File: src/hw/rtl/cpglu_ram.sv
// ----------------------------------------------------------------------------
// cpglu_ram
// Generic single-write, single-read synchronous RAM with registered read
// data. Contents are not reset.
// ----------------------------------------------------------------------------
module cpglu_ram #(
  parameter int unsigned Width = 8,
  parameter int unsigned Depth = 16,
  localparam int unsigned AddrW = (Depth > 1) ? $clog2(Depth) : 1
) (
  input  logic             clk_i,
  input  logic             we_i,
  input  logic [AddrW-1:0] waddr_i,
  input  logic [Width-1:0] wdata_i,
  input  logic             re_i,
  input  logic [AddrW-1:0] raddr_i,
  output logic [Width-1:0] rdata_o
);

  logic [Width-1:0] mem_q [Depth];
  logic [Width-1:0] rdata_q;

  // write port and registered read port
  always_ff @(posedge clk_i) begin
    if (we_i) begin
      mem_q[waddr_i] <= wdata_i;
    end
    if (re_i) begin
      rdata_q <= mem_q[raddr_i];
    end
  end

  assign rdata_o = rdata_q;

endmodule

File: config.mk
export PLATFORM = sky130hd
export DESIGN_NAME = cpglu_ram
export DESIGN_NICKNAME = d
export VERILOG_FILES = /design/src/hw/rtl/cpglu_ram.sv
export SDC_FILE = /design/constraint.sdc
export NUM_CORES = 1
export LEC_CHECK = 0
export ABC_AREA = 1
export BUFFER_PORTS_ARGS = -buffer_cell sky130_fd_sc_hd__buf_2
export CAP_MARGIN = 20
export CORE_ASPECT_RATIO = 1.1
export CORE_MARGIN = 1
export CORE_UTILIZATION = 25
export DETAILED_ROUTE_END_ITERATION = 10
export PLACE_DENSITY_LB_ADDON = 0.15
export SLEW_MARGIN = 20
export SYNTH_ARGS = -nofsm -noshare
export SYNTH_HDL_FRONTEND = slang
export SYNTH_SLANG_ARGS = --single-unit
export TNS_END_PERCENT = 5
File: constraint.sdc
create_clock -name clk_i -period 1.5 [get_ports clk_i]
set_clock_uncertainty 0.15 [all_clocks]
set_input_delay 0.075 -clock clk_i [delete_from_list [all_inputs] [get_ports clk_i]]
set_output_delay 0.075 -clock clk_i [all_outputs]
set_load 0.03 [all_outputs]
==> results.ini, run 1 <==
[detailed_routing]
wirelength_mm = 14.96
wl_per_cell_um = 16.24
vias_per_cell = 4.198
drt-pass1-iter-count = 7
num_vias = 3866
drc = 0
final_antenna_net_count = 0
drt-initial-drc-count = 258

[floorplan]
ios = 27
start_util_pct = 25.50
fp.dieH_um = 162.4
coreArea_mm2 = 0.02293
die-area_mm2 = 0.02400
fp.dieW_um = 147.8
rows = 58

[sta]
timing.final.crit_share_pct = 89.89
clock.fmax_mhz = 741.6
finalMaxSlewViolations = 0
rsz0062_at_grt = no
setup_violations = 0
fin_hold_ws_ns = 0.04102
hold_violations = 0
period_minus_slack_ns = 1.348
worst_pin_slew_ns = 0.7011
timing.max_slew.rel_slack_pct = 53.26
setup_slack_ns = 0.1516

[hold_path]
hp-class = in -> reg
hp-start = raddr_i[3]
min_path_cells = 4
hold_end = rdata_o[3]

[critical_path]
ff2ff_setup_slack_ns = 0.15
r2r-start = mem_q[5][5]
worst_setup_path_start_kind = flop
cp-startpoint = mem_q[5][5]
critPathMaxFanout = 1
cp-end-kind = flop
cp.arrival_ns = 1.35
worstSetupPathType = reg -> reg
required_ns = 1.51
r2r_cells = 6
r2r_end = rdata_o[5]

[status]
outcome = finished clean

[power_and_ir_drop]
p_int_mw = 6.700
switching_power_mw = 1.915
power.share.sequential_pct = 50.0
p_comb_share_pct = 7.0
switching_share_pct = 22.23
power_density_mw_per_mm2 = 1224
clkPwrFrac_pct = 43.0
ir_drop_uv = 604.4
p_leak_nw = 2.974

[global_routing]
antenna_found_initial = 0
grt_max_degree = 58
grt_use_total_pct = 13.29
grt_pass1_vias = 3867
grt_first_pass_wirelength_mm = 22.78
overflow = 0

[placement]
dp_hpwl_mm = 9.559
place.gp.congestion = 0.7748
dp_slack_ns = -0.1105
place_area_mm2 = 0.006426
io_buffers = 26

[synth]
syn_nets = 570
syn-cell-area_mm2 = 0.005847
synth_seq_cells = 136
syn_avg_cell_area_um2 = 10.61
synthCells = 551
yosys.cell_types.count = 11
yosys_warnings = 0
ys_seq_area_share_pct = 69.85

[cells_and_area]
fin_nets = 627
final_area_mm2 = 0.007038
drive_gt1_share_pct = 12.88
mostFrequentLayoutCells = nand2_1 (173), edfxtp_1 (136), inv_1 (100)
layout_commonest_cell = nand2_1
n_antenna_cell = 0
syn2layout_area_growth_pct = 20.37

[clock_tree]
cts_root_buf = clkbuf_16
cts_buffers = 17
cts_max_level = 4
post_cts_buffers = 0
clkSinkCount = 136
cts-resized-gates = 0
cts_tree = done
clock_latency_ns = 0.41
cts.reportedPaths.clkPinSlew_ns = 0.06
cts_buffer_depth = 2

[flow_run]
max_cap_viol_count = 0

state kept, by name, indices dropped and copies added, names as in the netlist:
register / flops
mem_q: 128
rdata_o: 8
synth_stat cells:
| cell | number | area share [%] |
|---|---|---|
| nand2_1 | 173 | 11 |
| edfxtp_1 | 136 | 70 |
| inv_1 | 100 | 6.4 |
| nand3_1 | 97 | 8.3 |
| nor2_1 | 17 | 1.1 |
| buf_2 | 13 | 1.1 |
| buf_6 | 6 | 1.2 |
| buf_4 | 4 | 0.51 |
| inv_2 | 2 | 0.13 |
| nand3b_1 | 2 | 0.26 |
| buf_1 | 1 | 0.064 |
power groups by stage:
stage	registers, mW	clock network (mW)	logic (mW)
2_1_floorplan	4.42	0	0.300
3_3_place_gp	4.39	0	0.602
3_5_place_dp	4.39	0	0.602
4_1_cts	4.31	3.82	0.622
5_1_grt	4.31	3.95	0.675
6_report	4.31	3.70	0.604
through the flow:
step                std cells  TNS (ns)  utilization [%]  power, mW
finish                    921         0            30.69      8.615
global route              921         0            30.69      8.939
CTS                       921         0            30.69      8.750
detailed placement        880   -0.6198            28.02      4.987
global placement          880   -0.6095            28.02      4.987
floorplan                 551         0                -      4.718
final cells by class:
class | count | area (um2)
Timing Repair Buffer | 62 | 460.4
Inverter | 102 | 382.9
Multi-Input combinational cell | 289 | 1214
Fill cell | 2443 | 15890
Clock buffer | 20 | 436.7
Sequential cell | 136 | 4084
Tap cell | 300 | 375.4
Clock inverter | 12 | 85.08
worst max-delay path: stages, from the launching register on:
cell      delay [ns]
edfxtp_1        0.36
inv_1           0.06
nand2_1         0.05
nand3_1         0.09
nand3_1         0.12
nand3_1         0.17
nand2_1         0.10
what timing repair did:
| action | 4_1_cts | 5_1_grt |
|---|---|---|
| hold buffers | 9 | 0 |
| endpoints found under the setup margin | 0 | 0 |
| hold endpoints to repair | 136 | 0 |
kinds of logic (layout without fill, tap and decap cells):
group	Yosys count	count (layout)	share of synthesized area, %
buffers and inverters	126	196	9.394
and+or+nand+nor	289	289	20.76
DFF	136	136	69.85
per-layer routing:
layer / track usage (%) / wire [um]
met1: 16.84 / 6822
met2: 22.26 / 7337
met3: 2.353 / 460
met4: 5.717 / 334
met5: 0 / 0
worst max path at each step:
stage | end | slack, ns | cells after the start
after floorplan | mem_q[10][0] | 0.32 | 2
after global placement | rdata_o[1] | -0.1 | 6
after detailed placement | rdata_o[1] | -0.11 | 6
after CTS | rdata_o[5] | 0.14 | 6
after global routing | rdata_o[1] | 0.06 | 6
final | rdata_o[5] | 0.15 | 6
Note: power is estimated with default switching activity, not from simulation.
==> run 2: changes to the inputs <==
--- a/config.mk
+++ b/config.mk
@@ -12,7 +12,7 @@
 export CORE_MARGIN = 1
 export CORE_UTILIZATION = 25
 export DETAILED_ROUTE_END_ITERATION = 10
-export PLACE_DENSITY_LB_ADDON = 0.15
+export PLACE_DENSITY_LB_ADDON = 0.1
 export SLEW_MARGIN = 20
 export SYNTH_ARGS = -nofsm -noshare
 export SYNTH_HDL_FRONTEND = slang
==> run 2 against run 1 <==
Net effect: utilization rose by 0.72 points; final area rose by 2.3%; critical path depth fell by 1; cell count did not move; first-iteration DRC count fell by 32%; register-to-register slack barely moved; critical path type is now in -> reg; largest cell class unchanged; largest power group is now the clock network.
==> results.ini, run 2 (synthesis results as in run 1) <==
[status]
outcome = finished clean

[detailed_routing]
drc = 0  ; unchanged
drt-initial-drc-count = 176  ; -32%
wl_per_cell_um = 17.21  ; +6.0%
vias_per_cell = 4.167  ; -0.72%
wirelength_mm = 15.85  ; +6.0%
final_antenna_net_count = 0  ; unchanged
num_vias = 3838  ; -0.72%
drt-pass1-iter-count = 6  ; -1

[global_routing]
grt_use_total_pct = 14.17  ; +0.88 points
grt_first_pass_wirelength_mm = 24.25  ; +6.4%
met3_usage_pct = 3.053  ; +0.70 points
grt_pass1_vias = 3903  ; +0.93%
met1_usage_pct = 18.63  ; +1.8 points
grt_max_degree = 65  ; +12%
overflow = 0  ; unchanged
use_met2_pct = 23.41  ; +1.2 points
grt_busiest_layer = met2
antenna_found_initial = 0  ; unchanged

[sta]
clock.fmax_mhz = 737.4  ; -0.57%
setup_slack_ns = 0.1438  ; -0.007750 ns
worst_pin_slew_ns = 0.6755  ; -0.02560 ns
finalMaxSlewViolations = 0  ; unchanged
period_minus_slack_ns = 1.356  ; +0.007750 ns
setup_violations = 0  ; unchanged
rsz0062_at_grt = no
timing.max_slew.rel_slack_pct = 54.90  ; +1.6 points
timing.final.crit_share_pct = 90.41  ; +0.52 points
hold_violations = 0  ; unchanged

[critical_path]
cp.arrival_ns = 1.32  ; -0.03 ns
crit_path_cell_trace = dlygate4sd3_1 -> buf_2 -> nand3_1 -> nor2_1 -> buf_4
cp-startpoint = we_i
crit_end = mem_q[15][1]
cp_slowest_cell = dlygate4sd3_1
r2r_cells = 6  ; unchanged
r2r_end = rdata_o[6]
critPathMaxFanout = 8  ; +7
r2r-start = mem_q[1][6]
worst_setup_path_start_kind = input pin
worstSetupPathType = in -> reg
required_ns = 1.47  ; -0.04 ns
cp-end-kind = flop
ff2ff_setup_slack_ns = 0.16  ; about the same
cp_slowest_stage_delay_ns = 0.51  ; +0.15 ns

[placement]
place.gp.congestion = 0.7565  ; -2.4%
io_buffers = 26  ; unchanged
place_area_mm2 = 0.006411  ; -0.23%
dp_slack_ns = -0.09717  ; +0.01328 ns
dp.cells = 878  ; -0.23%
dp_hpwl_mm = 10.27  ; +7.4%

[cells_and_area]
mostFrequentLayoutCells = nand2_1 (173), edfxtp_1 (136), inv_1 (100)
syn2layout_area_growth_pct = 23.20
drive_gt1_share_pct = 13.37  ; +0.48 points
layout_commonest_cell = nand2_1
largest_register_ffs = 128  ; unchanged
regMostFlops = mem_q
n_antenna_cell = 0  ; unchanged
fin_nets = 627  ; unchanged
fin_cells = 921  ; unchanged
final_area_mm2 = 0.007203  ; +2.3%

[clock_tree]
clock_latency_ns = 0.42  ; about the same
cts_tree = done
cts.reportedPaths.clkPinSlew_ns = 0.06  ; about the same
cts_root_buf = clkbuf_16
cts-resized-gates = 0  ; unchanged
cts_buffer_depth = 2  ; unchanged
post_cts_buffers = 0  ; unchanged
cts_max_level = 4  ; unchanged
cts_buffers = 17  ; unchanged
clkSinkCount = 136  ; unchanged

[hold_path]
hp-class = in -> reg

[floorplan]
fp.dieW_um = 147.8  ; unchanged
die-area_mm2 = 0.02400  ; unchanged
coreArea_mm2 = 0.02293  ; unchanged
ios = 27  ; unchanged
start_util_pct = 25.50  ; unchanged
fp.dieH_um = 162.4  ; unchanged
rows = 58  ; unchanged

[flow_run]
max_cap_viol_count = 0  ; unchanged

[power_and_ir_drop]
power_density_mw_per_mm2 = 1356  ; +11%
p_leak_nw = 3.047  ; +2.5%
ir_drop_uv = 590.5  ; -2.3%

==> run 2: cell count changes in the layout (fill, tap and decap cells not counted) <==
cell,change
clkinv_4,+1
clkbuf_1,-2
clkinv_1,-3
buf_4,-2
bufinv_16,+6
clkinv_2,-2
dlygate4sd3_1,+2
==> run 2: where the power goes <==
group,switching (mW),internal [mW],total [mW]
sequential,0.0233,4.28,4.31
combinational,0.431,0.180,0.611
clock,1.58,3.27,4.85
total,2.03,7.73,9.77
==> run 2: routing by layer <==
metal / part of all wire [%] / wire length (um)
met1: 48 / 7685
met2: 49 / 7792
met3: 1.6 / 261
met4: 0.71 / 112
met5: 0 / 0
==> run 2: layout make-up <==
type                       count  area, um2
inverter                     102      382.9
fill                        2399      15730
tap                          300      375.4
clock buffer                  18      429.2
clock inverter                14      252.7
timing repair buffer          62      465.4
sequential                   136       4084
multi-input combinational    289       1214
==> run 2: per-stage QoR <==
| step | total power [mW] | setup TNS, ns | utilization, % | hold slack, ns |
|---|---|---|---|---|
| floorplan | 4.718 | 0 | - | 0.02387 |
| global placement | 4.997 | -0.3183 | 27.96 | 0.3035 |
| detailed placement | 4.995 | -0.5237 | 27.96 | 0.2999 |
| CTS | 9.888 | 0 | 31.37 | 0.002012 |
| global route | 10.12 | 0 | 31.41 | 0.05713 |
| finish | 9.766 | 0 | 31.41 | 0.02305 |
==> run 2: worst min path at each step <==
stage	from	to	slack [ns]	cells past startpoint
floorplan	wdata_i[0]	mem_q[0][0]	0.02	0
CTS	wdata_i[1]	mem_q[3][1]	0.002	1
global route	waddr_i[3]	mem_q[0][4]	0.06	4
global placement	re_i	rdata_o[6]	0.30	1
detailed placement	re_i	rdata_o[4]	0.30	1
finish	waddr_i[3]	mem_q[0][4]	0.02	4
==> run 2: critical path: cells and delay by family <==
kind / cells / cell delay (ns)
simple gates: 2 / 0.40
buf+inv: 3 / 0.84
==> run 2: repair_timing <==
item                       CTS  global route
setup endpoints to repair    0             0
hold endpoints to repair   118             5
hold buffers                10             1
==> run 3: changes to the inputs <==
--- a/config.mk
+++ b/config.mk
@@ -10,7 +10,7 @@
 export CAP_MARGIN = 20
 export CORE_ASPECT_RATIO = 1.1
 export CORE_MARGIN = 1
-export CORE_UTILIZATION = 25
+export CORE_UTILIZATION = 35
 export DETAILED_ROUTE_END_ITERATION = 10
 export PLACE_DENSITY_LB_ADDON = 0.1
 export SLEW_MARGIN = 20
==> run 3 against run 2 <==
Net effect: the run now ends with design-rule violations left; worst hold slack improved by 0.0037 ns; wire length decreased by 6.6%; via count increased by 2.6%; total power decreased by 6.3%; setup slack improved by 0.078 ns; flip-flop and latch count unchanged; clock-buffer cell count increased by 1; first-iteration DRC count increased by 13%; cell count decreased by 10%; sequential power about the same; combinational power decreased by 1%; largest cell class unchanged.
==> results.ini, run 3 (synthesis results as in run 1) <==
[critical_path]
cp_slowest_stage_delay_ns = 0.43  ; -0.08 ns
required_ns = 1.27  ; -0.20 ns
worst_setup_path_start_kind = flop
critPathMaxFanout = 1  ; -7
cp.arrival_ns = 1.05  ; -0.27 ns
r2r-start = mem_q[5][2]
r2r_cells = 6  ; unchanged
cp-end-kind = output port
worstSetupPathType = reg -> out
cp.buffers_inverters = 1  ; -2
ff2ff_setup_slack_ns = 0.23  ; +0.07 ns
cp-startpoint = rdata_o[3]
cp_slowest_cell = edfxtp_1
cpLargestDelayFamily = flip-flops
path_depth = 1  ; -4
crit_path_cell_trace = buf_2
r2r_end = rdata_o[2]

[floorplan]
rows = 49  ; -16%
die-area_mm2 = 0.01723  ; -28%
fp.dieW_um = 125.2  ; -15%
coreArea_mm2 = 0.01637  ; -29%
ios = 27  ; unchanged
start_util_pct = 35.72  ; +10 points
fp.dieH_um = 137.6  ; -15%

[sta]
finalMaxSlewViolations = 0  ; unchanged
setup_violations = 0  ; unchanged
worst_pin_slew_ns = 0.6635  ; -0.01198 ns
timing.max_slew.rel_slack_pct = 55.70  ; +0.80 points
rsz0062_at_grt = no
period_minus_slack_ns = 1.278  ; -0.07803 ns
timing.final.crit_share_pct = 85.21  ; -5.2 points
setup_slack_ns = 0.2219  ; +0.07803 ns
fin_hold_ws_ns = 0.02674  ; +0.003689 ns
clock.fmax_mhz = 782.4  ; +6.1%
hold_violations = 0  ; unchanged

[placement]
place_area_mm2 = 0.006336  ; -1.2%
dp_hpwl_mm = 9.442  ; -8.1%
dp_slack_ns = -0.1196  ; -0.02240 ns
io_buffers = 26  ; unchanged
place.gp.congestion = 0.8116  ; +7.3%

[clock_tree]
cts_root_buf = clkbuf_16
cts_buffer_depth = 2  ; unchanged
post_cts_buffers = 0  ; unchanged
holdBufCountCts = 9  ; -1
clock_latency_ns = 0.42  ; about the same
cts.reportedPaths.clkPinSlew_ns = 0.06  ; about the same
cts_max_level = 4  ; unchanged
cts-resized-gates = 0  ; unchanged
cts_tree = done
clkSinkCount = 136  ; unchanged
cts_buffers = 17  ; unchanged

[cells_and_area]
syn2layout_area_growth_pct = 20.03
drive_gt1_share_pct = 13.44  ; +0.074 points
fin_nets = 631  ; +0.64%
final_area_mm2 = 0.007018  ; -2.6%
largest_register_ffs = 128  ; unchanged
layout_commonest_cell = nand2_1
mostFrequentLayoutCells = nand2_1 (173), edfxtp_1 (136), inv_1 (100)
regMostFlops = mem_q
n_antenna_cell = 0  ; unchanged

[power_and_ir_drop]
p_total_mw = 9.146  ; -6.3%
power_density_mw_per_mm2 = 1303  ; -3.9%
ir_drop_uv = 546.4  ; -7.5%
p_leak_nw = 3.033  ; -0.47%

[detailed_routing]
final_antenna_net_count = 0  ; unchanged
wirelength_mm = 14.81  ; -6.6%
wl_per_cell_um = 17.86  ; +3.8%
num_vias = 3938  ; +2.6%
drt-pass1-iter-count = 7  ; +1
drt-initial-drc-count = 199  ; +13%
vias_per_cell = 4.750  ; +14%
routed-wl-met2_mm = 7.434  ; -4.6%
highest_layer = met4
wl_met1_mm = 6.645  ; -14%
drc = 2  ; +2
dr_wl_met3_um = 574  ; +120%

[flow_run]
max_cap_viol_count = 0  ; unchanged

[global_routing]
grt_use_total_pct = 18.76  ; +4.6 points
overflow = 0  ; unchanged
antenna_found_initial = 0  ; unchanged
grt_pass1_vias = 3892  ; -0.28%
grt_first_pass_wirelength_mm = 22.88  ; -5.6%
grt_max_degree = 45  ; -31%

[hold_path]
hold_end = rdata_o[1]
min_path_cells = 4  ; unchanged
hp-start = raddr_i[2]
hp-class = in -> reg

[status]
outcome = complete, but fails checks
violations = design-rule violations

-- run 3: per-stage QoR --
step | instances | util, % | TNS (ns)
floorplan | 551 | - | 0
global placement | 788 | 38.71 | -0.1465
detailed placement | 788 | 38.71 | -0.2391
CTS | 829 | 42.87 | 0
global route | 829 | 42.87 | 0
finish | 829 | 42.87 | 0
-- run 3: area by class of cell --
class,instances,area (um2)
clock inverters,13,158.9
flip-flops and latches,136,4084
repair buffers,66,490.5
fillers,1567,9351
well taps,204,255.2
multi-input cells,289,1214
clock buffers,19,432.9
inverters,102,382.9
-- run 3: report_power, final --
group	total, mW	switching, mW	internal, mW
registers	4.31	0.0266	4.28
clock network	4.23	1.49	2.74
logic	0.605	0.420	0.185
-- run 3: worst max-delay path by stage --
stage	end	slack (ns)
floorplan	mem_q[10][0]	0.32
global placement	rdata_o[2]	-0.10
detailed placement	rdata_o[2]	-0.12
CTS	rdata_o[2]	0.18
global route	rdata_o[0]	0.12
finish	rdata_o[3]	0.22
-- run 3: per-layer routing --
layer / global-route usage [%] / vias up
met4: 6.301 / 0
met2: 33.12 / 72
met1: 23.00 / 1951
met5: 0 / -
li1: - / 1904
met3: 3.922 / 11
